[config.mk]
export PLATFORM = sky130hd
export DESIGN_NAME = median_threshold_hit_detector_unit
export DESIGN_NICKNAME = d
export VERILOG_FILES = /design/src/rtl/core/mthd_pkg.sv /design/src/rtl/core/mthd_cell.sv /design/src/rtl/core/mthd_hit_bank.sv /design/src/rtl/core/median_threshold_hit_detector_unit.sv
export VERILOG_INCLUDE_DIRS = /design/src /design/src/rtl/core
export SDC_FILE = /design/constraint.sdc
export NUM_CORES = 2
export LEC_CHECK = 0
export BUFFER_PORTS_ARGS = -buffer_cell sky130_fd_sc_hd__buf_2
export CORE_MARGIN = 2
export CORE_UTILIZATION = 61
export DETAILED_ROUTE_END_ITERATION = 7
export HOLD_SLACK_MARGIN = 0.08
export PLACE_DENSITY = 0.8
export SLEW_MARGIN = 10
export SYNTH_ARGS = -nofsm -noshare
export SYNTH_HDL_FRONTEND = slang
export SYNTH_SLANG_ARGS = --single-unit
export TNS_END_PERCENT = 100
[constraint.sdc]
create_clock -name clk_i -period 6.35 [get_ports clk_i]
set_clock_uncertainty 0.15 [all_clocks]
set_input_delay 0.635 -clock clk_i [delete_from_list [all_inputs] [get_ports clk_i]]
set_output_delay 0.635 -clock clk_i [all_outputs]
set_load 0.005 [all_outputs]
[src/rtl/core/assert_macros.svh]
// Assertion macros for the RTL files of the hit detector.
`ifndef ASSERT_MACROS_SVH
`define ASSERT_MACROS_SVH

// Same-cycle implication, disabled while reset is asserted.
`define ASSERT_IMPLY(label, clk, rst_n, ante, cons) \
  label: assert property (@(posedge clk) disable iff (!(rst_n)) (ante) |-> (cons)) \
    else $error("assertion failed");

// Next-cycle implication, disabled while reset is asserted.
`define ASSERT_NEXT(label, clk, rst_n, ante, cons) \
  label: assert property (@(posedge clk) disable iff (!(rst_n)) (ante) |=> (cons)) \
    else $error("assertion failed");

`endif

[src/rtl/core/mthd_pkg.sv]
// Types and constants of the median threshold hit detector.
`default_nettype none

package mthd_pkg;

  localparam int unsigned PowerFieldBits = 32;
  localparam int unsigned FactorBits     = 8;
  localparam int unsigned ChanBits       = 4;
  localparam int unsigned CountBits      = 32;
  localparam int unsigned ApbDataBits    = 32;
  localparam int unsigned ApbAddrBits    = 2;

  localparam logic [ApbAddrBits-1:0] RegAddrFactor  = 2'd0;
  localparam logic [FactorBits-1:0]  FactorResetVal = 8'd80;

  typedef struct packed {
    logic [PowerFieldBits-1:0] power_value;
    logic                      locked_out;
  } in_item_t;

  typedef struct packed {
    logic                 hit;
    logic [ChanBits-1:0]  hit_channel;
    logic [CountBits-1:0] channel_hits;
  } out_item_t;

  // Handed from one sort cell to the next.
  typedef struct packed {
    logic gt;   // this cell moves its value one place up
    logic occ;  // this cell holds a value of the current frame
  } chain_link_t;

  // Decision of one frame, handed to the hit counter bank.
  typedef struct packed {
    logic                valid;
    logic                hit;
    logic [ChanBits-1:0] channel;
  } judge_req_t;

endpackage

`default_nettype wire

[src/rtl/core/mthd_cell.sv]
// One cell of the insertion sort chain: holds one power value of the frame.
`default_nettype none

module mthd_cell import mthd_pkg::*; #(
  parameter int unsigned POWER_BITS = 32
) (
  input  wire logic                  clk_i,
  input  wire logic                  rst_ni,
  input  wire logic                  shift_en_i,
  input  wire logic                  clear_i,
  input  wire logic [POWER_BITS-1:0] ins_val_i,
  input  wire logic [POWER_BITS-1:0] prev_val_i,
  input  wire chain_link_t           prev_link_i,
  output logic      [POWER_BITS-1:0] val_o,
  output logic      [POWER_BITS-1:0] val_next_o,
  output chain_link_t                link_o
);

  logic [POWER_BITS-1:0] val_q, val_d;
  logic                  occ_q, occ_d;
  logic                  gt;

  // An empty cell always yields, so the new value lands in the first free slot.
  assign gt = !occ_q || (val_q > ins_val_i);

  always_comb begin
    val_d = val_q;
    if (gt) begin
      val_d = prev_link_i.gt ? prev_val_i : ins_val_i;
    end
  end

  assign occ_d = clear_i ? 1'b0 : prev_link_i.occ;

  always_ff @(posedge clk_i or negedge rst_ni) begin
    if (!rst_ni) begin
      occ_q <= 1'b0;
    end else if (shift_en_i) begin
      occ_q <= occ_d;
    end
  end

  always_ff @(posedge clk_i) begin
    if (shift_en_i) begin
      val_q <= val_d;
    end
  end

  assign val_o      = val_q;
  assign val_next_o = val_d;
  assign link_o     = '{gt: gt, occ: occ_q};

endmodule

`default_nettype wire

[src/rtl/core/mthd_hit_bank.sv]
// Per-channel hit counters and the registered result of each frame.
`default_nettype none

module mthd_hit_bank import mthd_pkg::*; #(
  parameter int unsigned CHANNELS = 10
) (
  input  wire logic       clk_i,
  input  wire logic       rst_ni,
  input  wire judge_req_t req_i,
  output logic            out_valid_o,
  input  wire logic       out_stall_i,
  output out_item_t       out_data_o
);

  localparam int unsigned IdxBits = (CHANNELS > 1) ? $clog2(CHANNELS) : 1;

  logic [CountBits-1:0] count_q [CHANNELS];
  logic [IdxBits-1:0]   idx;
  logic [CountBits-1:0] cur_count;
  logic [CountBits-1:0] inc_count;
  logic                 out_valid_q;
  out_item_t            out_q;

  assign idx       = req_i.channel[IdxBits-1:0];
  assign cur_count = count_q[idx];
  assign inc_count = cur_count + CountBits'(1);

  always_ff @(posedge clk_i or negedge rst_ni) begin
    if (!rst_ni) begin
      for (int i = 0; i < CHANNELS; i++) begin
        count_q[i] <= '0;
      end
    end else if (req_i.valid && req_i.hit) begin
      count_q[idx] <= inc_count;
    end
  end

  // The top level sends a request only while this register is empty.
  always_ff @(posedge clk_i or negedge rst_ni) begin
    if (!rst_ni) begin
      out_valid_q <= 1'b0;
    end else if (req_i.valid) begin
      out_valid_q <= 1'b1;
    end else if (!out_stall_i) begin
      out_valid_q <= 1'b0;
    end
  end

  always_ff @(posedge clk_i) begin
    if (req_i.valid) begin
      out_q.hit          <= req_i.hit;
      out_q.hit_channel  <= req_i.channel;
      out_q.channel_hits <= req_i.hit ? inc_count : cur_count;
    end
  end

  assign out_valid_o = out_valid_q;
  assign out_data_o  = out_q;

endmodule

`default_nettype wire

[src/rtl/core/median_threshold_hit_detector_unit.sv]
// Top level of the median threshold hit detector.
//
// Input channel: one transaction per channel power value, channels in order,
// CHANNELS transactions to a frame; locked_out counts on the frame's last one.
// Output channel: one transaction per frame with the hit flag, the strongest
// channel (first one holding the maximum) and that channel's hit count.
// Every value is inserted into a chain of sort cells in the cycle it is taken,
// so the block takes one value per cycle unless in_stall_o holds it off. The
// result of a frame is registered in order: median capture with its last
// value, then multiply, compare, counter update. Only one frame result is
// in flight: the last value of the next frame is held off while the previous
// result is not yet taken, and a stalled result waits in its output register.
// The factor register sits at byte address 0 of the APB port; pready is
// always high. Reset clears the frame position, the hit counters and the
// pipeline, and loads the factor with 80; the block is ready right away.
`default_nettype none

module median_threshold_hit_detector_unit import mthd_pkg::*; #(
  parameter int unsigned CHANNELS   = 10,
  parameter int unsigned MEDIAN_POS = 5,
  parameter int unsigned POWER_BITS = 32
) (
  input  wire logic                   clk_i,
  input  wire logic                   rst_ni,
  // item input
  input  wire logic                   in_valid_i,
  output logic                        in_stall_o,
  input  wire in_item_t               in_data_i,
  // result output
  output logic                        out_valid_o,
  input  wire logic                   out_stall_i,
  output out_item_t                   out_data_o,
  // configuration
  input  wire logic                   psel,
  input  wire logic                   penable,
  input  wire logic                   pwrite,
  input  wire logic [ApbAddrBits-1:0] paddr,
  input  wire logic [ApbDataBits-1:0] pwdata,
  output logic      [ApbDataBits-1:0] prdata,
  output logic                        pready
);

`include "assert_macros.svh"

  localparam int unsigned PosBits  = (CHANNELS > 1) ? $clog2(CHANNELS) : 1;
  localparam int unsigned MedPos   = (MEDIAN_POS < CHANNELS) ? MEDIAN_POS : CHANNELS - 1;
  localparam int unsigned InBits   = (POWER_BITS < PowerFieldBits) ? POWER_BITS
                                                                   : PowerFieldBits;
  localparam int unsigned ProdBits = POWER_BITS + FactorBits;
  localparam logic [PosBits-1:0] LastPos = PosBits'(CHANNELS - 1);

  // ---------------- configuration ----------------
  logic [FactorBits-1:0] factor_q;
  logic                  cfg_hit;

  assign cfg_hit = (paddr == RegAddrFactor);
  assign pready  = 1'b1;
  assign prdata  = cfg_hit ? ApbDataBits'(factor_q) : '0;

  always_ff @(posedge clk_i or negedge rst_ni) begin
    if (!rst_ni) begin
      factor_q <= FactorResetVal;
    end else if (psel && penable && pwrite && pready && cfg_hit) begin
      factor_q <= pwdata[FactorBits-1:0];
    end
  end

  // ---------------- frame tracking ----------------
  logic [POWER_BITS-1:0] ins_val;
  logic [PosBits-1:0]    position_q;
  logic [POWER_BITS-1:0] peak_q, peak_d;
  logic [PosBits-1:0]    peak_ch_q, peak_ch_d;
  logic                  last, accept, busy;

  logic                  s1_v_q, s2_v_q, req_v_q;
  logic [POWER_BITS-1:0] s1_med_q, s1_peak_q, s2_peak_q;
  logic [PosBits-1:0]    s1_ch_q, s2_ch_q;
  logic                  s1_lock_q, s2_lock_q;
  logic [ProdBits-1:0]   s2_prod_q;
  logic                  req_hit_q;
  logic [ChanBits-1:0]   req_ch_q;
  judge_req_t            req;

  assign ins_val    = POWER_BITS'(in_data_i.power_value[InBits-1:0]);
  assign last       = (position_q == LastPos);
  assign busy       = s1_v_q || s2_v_q || req_v_q || out_valid_o;
  assign in_stall_o = last && busy;
  assign accept     = in_valid_i && !in_stall_o;

  always_comb begin
    peak_d    = peak_q;
    peak_ch_d = peak_ch_q;
    if ((position_q == '0) || (ins_val > peak_q)) begin
      peak_d    = ins_val;
      peak_ch_d = position_q;
    end
  end

  always_ff @(posedge clk_i or negedge rst_ni) begin
    if (!rst_ni) begin
      position_q <= '0;
      peak_q     <= '0;
      peak_ch_q  <= '0;
    end else if (accept) begin
      if (last) begin
        position_q <= '0;
        peak_q     <= '0;
        peak_ch_q  <= '0;
      end else begin
        position_q <= position_q + PosBits'(1);
        peak_q     <= peak_d;
        peak_ch_q  <= peak_ch_d;
      end
    end
  end

  // ---------------- sort chain ----------------
  logic [POWER_BITS-1:0] cell_val  [CHANNELS];
  logic [POWER_BITS-1:0] cell_next [CHANNELS];
  chain_link_t           cell_link [CHANNELS];

  for (genvar i = 0; i < CHANNELS; i++) begin : g_cell
    logic [POWER_BITS-1:0] prev_val;
    chain_link_t           prev_link;

    if (i == 0) begin : g_head
      assign prev_val  = ins_val;
      assign prev_link = '{gt: 1'b0, occ: 1'b1};
    end else begin : g_body
      assign prev_val  = cell_val[i-1];
      assign prev_link = cell_link[i-1];
    end

    mthd_cell #(
      .POWER_BITS(POWER_BITS)
    ) u_cell (
      .clk_i       (clk_i),
      .rst_ni      (rst_ni),
      .shift_en_i  (accept),
      .clear_i     (last),
      .ins_val_i   (ins_val),
      .prev_val_i  (prev_val),
      .prev_link_i (prev_link),
      .val_o       (cell_val[i]),
      .val_next_o  (cell_next[i]),
      .link_o      (cell_link[i])
    );
  end

  // ---------------- decision pipeline ----------------
  always_ff @(posedge clk_i or negedge rst_ni) begin
    if (!rst_ni) begin
      s1_v_q  <= 1'b0;
      s2_v_q  <= 1'b0;
      req_v_q <= 1'b0;
    end else begin
      s1_v_q  <= accept && last;
      s2_v_q  <= s1_v_q;
      req_v_q <= s2_v_q;
    end
  end

  always_ff @(posedge clk_i) begin
    if (accept && last) begin
      s1_med_q  <= cell_next[MedPos];
      s1_peak_q <= peak_d;
      s1_ch_q   <= peak_ch_d;
      s1_lock_q <= in_data_i.locked_out;
    end
    s2_prod_q <= ProdBits'(s1_med_q) * ProdBits'(factor_q);
    s2_peak_q <= s1_peak_q;
    s2_ch_q   <= s1_ch_q;
    s2_lock_q <= s1_lock_q;
    req_hit_q <= !s2_lock_q && (ProdBits'(s2_peak_q) > s2_prod_q);
    req_ch_q  <= ChanBits'(s2_ch_q);
  end

  assign req = '{valid: req_v_q, hit: req_hit_q, channel: req_ch_q};

  mthd_hit_bank #(
    .CHANNELS(CHANNELS)
  ) u_hit_bank (
    .clk_i       (clk_i),
    .rst_ni      (rst_ni),
    .req_i       (req),
    .out_valid_o (out_valid_o),
    .out_stall_i (out_stall_i),
    .out_data_o  (out_data_o)
  );

  // ---------------- assertions ----------------
  `ASSERT_IMPLY(a_one_in_flight, clk_i, rst_ni, 1'b1,
                $onehot0({s1_v_q, s2_v_q, req_v_q, out_valid_o}))
  `ASSERT_NEXT(a_last_starts_pipe, clk_i, rst_ni, accept && last, s1_v_q)
  `ASSERT_IMPLY(a_pos_in_range, clk_i, rst_ni, 1'b1, position_q <= LastPos)
  `ASSERT_NEXT(a_req_fills_output, clk_i, rst_ni, req_v_q, out_valid_o)

endmodule

`default_nettype wire
== Yosys cells after proc, flatten, opt, wreduce, memory -nomap -nowiden ==
Index checks and enable logic that the tools add are counted.
Widths: inputs -> output; s select.

* Mux-type cells: 27
* Bitwise gates (word level): 1
* $add $sub $neg: 2
* Magnitude comparators: 10
* Reductions and logical operators: 34
* Equality and inequality tests: 2
* $mul: 1

{| class="wikitable"
|+ Operators with widths
! kind !! count
|-
| $mux 32 || 12
|-
| $bwmux 320 || 1
|-
| $gt 32x32->1 || 7
|-
| $bmux 32 s4 || 1
|-
| $demux 32 s4 || 1
|-
| $gt 32x40->1 || 1
|-
| $mul 32x8->40 || 1
|-
| $add 32x1->32 const B || 1
|-
| $mux 4 || 3
|-
| $logic_or 1x1->1 || 10
|-
| $reduce_and 2->1 || 5
|-
| $logic_and 1x1->1 || 9
|-
| $logic_not 1->1 || 8
|-
| $mux 1 || 8
|-
| $mux 8 || 1
|-
| $ge 5x5->1 const B || 1
|-
| $lt 5x1->1 const B || 1
|-
| $not 4->5 || 1
|-
| $add 4x1->4 const B || 1
|-
| $eq 4x4->1 const B || 1
|-
| $logic_not 4->1 || 1
|-
| $logic_not 2->1 || 1
|-
| $ne 2x1->1 const B || 1
|}

* Word-level logic and storage cells: 120
* Input bits: 74
* Output and inout port bits: 72
* Bits in registers: 758

== Depth between registers and ports, before layout ==
* Depth after elaboration: 7
* Gate-level depth with buffers: 19

== Cells and area by module ==
A second synthesis with hierarchy kept.

* Cell total of the unflattened synthesis: 4549
* Area total of the unflattened synthesis: 48251.3 um2

{| class="wikitable"
|+ By module, submodules not included
! module !! seq. area each (um2) !! area an instance (um2) !! cells each !! times used
|-
| mthd_hit_bank || 9143.8 || 16985.0 || 1484 || 1
|-
| median_threshold_hit_detector_unit || 4992.3 || 15929.0 || 1519 || 1
|-
| mthd_cell (g_cell[0].u_cell ...) || 985.9 || 2558.7 || 259 || 4
|-
| mthd_cell (g_cell[4].u_cell ...) || 985.9 || 2551.2 || 255 || 2
|}

== Least setup slack after synthesis ==
No wires, ideal clock.

* Path kind: register -> register
* Start point: register factor_q[6]
* End point: register s2_prod_q[33]
* Stages on the path, launching flop included: 19
* Path buffers: 1
* Slack: 1025 ps
* Arrival time: 5103 ps
* Cell sequence: dfstp_2 -> clkbuf_1 -> nand2_1 -> fa_1 -> fa_1 -> inv_1 -> fa_1 -> inv_1 -> fa_1 -> inv_1 -> ha_1 -> o21a_1 -> o31a_1 -> o211ai_1 -> o21ai_0 -> o21ai_0 -> or3b_2 -> a311oi_1 -> xnor2_1

* Longest elaborated chain between the ends: 1

{| class="wikitable"
|+ RTL lines
! item !! line !! text
|-
| start, declared || median_threshold_hit_detector_unit.sv:53 || <nowiki>logic [FactorBits-1:0] factor_q;</nowiki>
|-
| start signal, assigned || median_threshold_hit_detector_unit.sv:62 || <nowiki>factor_q <= FactorResetVal;</nowiki>
|-
| start signal, assigned || median_threshold_hit_detector_unit.sv:64 || <nowiki>factor_q <= pwdata[FactorBits-1:0];</nowiki>
|-
| $mul 32x8->40 || median_threshold_hit_detector_unit.sv:170 || <nowiki>s2_prod_q <= ProdBits'(s1_med_q) * ProdBits'(factor_q);</nowiki>
|-
| end signal, assigned || median_threshold_hit_detector_unit.sv:170 ||
|-
| end, declared || median_threshold_hit_detector_unit.sv:79 || <nowiki>logic [ProdBits-1:0] s2_prod_q;</nowiki>
|}

Every way passes these cells.
A chain may end at the register's enable or synchronous reset.

== Final worst setup path ==
* Start point: register factor_q[3]
* End point: register s2_prod_q[38]

The elaborated chain is that of the path after synthesis.

==> qor.txt <==
outcome: completed
Final min period: 5.92 ns
top-count cell post-synth: nand2_1
CTS clk-pin slew, worst paths: 0.06 ns
CTS root buf: clkbuf_16
most common library cells after synthesis: nand2_1, dfrtp_1, inv_1
crit path launch type: register
Die Y: 278 µm
Cells after Synth: 4041
largest family of logic cells by synthesized area: adder cells
PostCTS Resize Cnt: 0
first-pass GRT wire length: 171 mm
Slowest Stage Delay on Critical Path: 0.78 ns
setup TNS: 0 ns
final worst slack: 0.430 ns
die width: 278 µm
DR vias/cell: 6.09
hold_ws: 0.108 ns
Post-DP Area: 47000 µm²
CP Class: reg2reg
final setup vio count: 0
Placer Congestion: 0.913
share of the synthesized area in the top cell type: 20.6%
Antenna diodes: 0
die area: 77000 µm²
Fmax: 169 MHz
Post-synth EDFFs: 298
HPWL after DPL: 72.7 mm
final net count: 4669
period utilization: 93.2%
Post-synth ARST share: 49.9%
CTS tree: done
post-synth top area cell: dfrtp_1
CP top delay family: adder cells
setup bufs post-CTS: 0
sequential area share after synthesis: 43.9%
port bufs: 96
Synth-to-Final Area Change: 8.55%
Main synth FF type: dfrtp_1
mux contribution to synthesized area: 10.4%
CP most frequent cell: fa_1
Global Route Usage Sum: 27.8%
largest net degree at the start of global routing: 174
drc violations: 0
setup repair after global routing missed its margin: no
layout cells sized above 1: 15.6%
critical path, cell by cell: buf_4, and2_1, fa_1, fa_1, fa_1, inv_1, fa_1, inv_1, ha_1, a21o_1, a31o_2, a21oi_1, a21oi_1, a211oi_1, o21ai_0, a311oi_1, xnor2_1
required time of the worst setup path: 6.75 ns
yosys warns: 0
Synth Area in Simple Gates: 11.4%
nature of the critical path endpoint: register
CP max FO: 20
worst slew pin tran: 1.20 ns
Leak: 22.4 nW
Finished Cell Area: 49600 µm²
# Max-Cap Violations: 0
PwrDens: 434 nW/µm²
antenna violations before repair: 1
clock latency on the worst-skew pair: 0.64 ns
synth unique cells: 95
maximum root-to-sink buffer count: 3
Post-Synth Adder-Cell Area: 16.6%
Placed Cells: 4979
Final ANT Viol Nets: 0
wire length per cell: 20.5 µm
Initial DRC Count: 2793
Post-Layout Cell Count: 5129
Top Ports: 146
Pwr Total: 21.5 mW
largest cells by area after synthesis: dfrtp_1, edfxtp_1, ha_1, fa_1, mux2_2
VDD IR max: 450 µV
final core utilization: 66.7%
syn avg cell area: 11.3 µm²
HP Class: in2reg
Vias: 31217
Placement Setup Slack: 0.558 ns
Synth Area in Compound Gates: 10.6%
DRT Pass-1 Iters: 5
Final Hold Fails: 0
H-tree depth: 3
Initial Utilization: 61.4%
register bit count reported by yosys: 758
Relative slew margins: 18.0%
Critical Path Slowest Stage Cell: dfrtp_1
number of buffers created by CTS: 79
# rows: 100
xor/xnor share of the synthesized area: 2.03%
Core Area: 74300 µm²
clk sinks: 758
Pins Over Slew Limit: 0
vias in the first global route: 31839
Post-Route WL: 105 mm
Overflow after GRT: 0
Post-Syn Area: 45600 µm²
crit path DAT: 6.32 ns
CP Buf/Inv Count: 3
[repair_timing]
item                                    in CTS  in global routing
hold buffers                                 7                  0
hold endpoints to repair                    43                  0
endpoints found under the setup margin       0                  0
[final timing paths]
path	to	slack [ns]	cells past startpoint	startpoint
max	s2_prod_q[38]	0.43	17	factor_q[3]
min	factor_q[2]	0.11	2	pwdata[2]
max reg2reg	s2_prod_q[38]	0.43	17	factor_q[3]
min reg2reg	req_ch_q[0]	0.17	0	s2_ch_q[0]
max in group asynchronous	req_v_q	4.35	3	rst_ni
min in group asynchronous	peak_q[14]	0.36	2	rst_ni
[worst register-to-register path, cell delays in order, from the launching register on]
cell	delay (ns)
dfrtp_1	0.78
buf_4	0.34
and2_1	0.18
fa_1	0.43
fa_1	0.47
fa_1	0.54
inv_1	0.05
fa_1	0.54
inv_1	0.05
ha_1	0.36
a21o_1	0.19
a31o_2	0.21
a21oi_1	0.17
a21oi_1	0.11
a211oi_1	0.41
o21ai_0	0.34
a311oi_1	0.39
xnor2_1	0.15
[cells by family (layout without fill, tap and decap cells)]
logic type,Yosys count,in the layout
mux,396,396
simple gates,1012,1012
compound gates,757,757
flops,758,758
fa+ha+maj,497,497
xor+xnor,92,92
other cells,2,25
buf+inv,527,623
[sequential cells by signal, indices dropped and copies added, names as in the netlist, 8 cells and up]
name,count
g_cell.u_cell.val_o,192
u_hit_bank.count_q,320
s2_prod_q,40
factor_q,8
s1_peak_q,32
u_hit_bank.out_data_o,37
s1_med_q,32
peak_q,32
s2_peak_q,32
[placed cells by master, fill, tap and decap left out, types with 10 or more instances in the layout]
master,netlist,final
nand4_1,61,61
ha_1,317,317
inv_1,318,318
clkbuf_16,0,80
nand2_1,389,381
a31oi_1,37,36
buf_4,37,56
conb_1,2,25
mux2i_1,86,86
o21ai_1,23,23
dfxtp_1,82,80
and2_1,204,204
nor3_1,51,51
nand3_1,64,62
mux4_2,29,29
edfxtp_1,298,298
nor4_1,15,15
a211oi_1,14,14
o22ai_1,19,18
a21o_1,102,102
xor2_1,27,27
buf_2,14,95
o211ai_1,71,71
nand2b_1,43,43
a22o_1,38,38
clkbuf_1,137,22
and3_1,24,24
clkinv_2,0,10
fa_1,180,180
clkinv_1,0,11
nor2_1,81,77
o21ai_0,263,262
dfrtp_1,376,375
xnor2_1,49,49
o21a_1,23,23
mux2_2,275,275
nor2b_1,29,28
a21oi_1,92,89
[routing by layer]
metal,vias up,routed length [µm],GRT usage [%]
met3,219,7210,3.87
met4,2,3270,10.2
met2,1109,48400,43.5
li1,14386,-,-
met5,-,11,0
met1,15501,46100,39.8
[cell type report]
type                            count  area [µm²]
Multi-Input combinational cell   2779       23600
Tap cell                          969        1210
Fill cell                        5422       24800
Clock buffer                      107        2150
Timing Repair Buffer              162        1040
Clock inverter                     36         330
Inverter                          318        1190
Sequential cell                   758       20100
[where the power goes]
group	switching [mW]	internal, mW	total [mW]
logic	6.01	4.45	10.5
clock network	1.95	2.52	4.47
registers	0.476	6.12	6.59
total	8.43	13.1	21.5
Note: power is estimated with default switching activity, not from simulation.
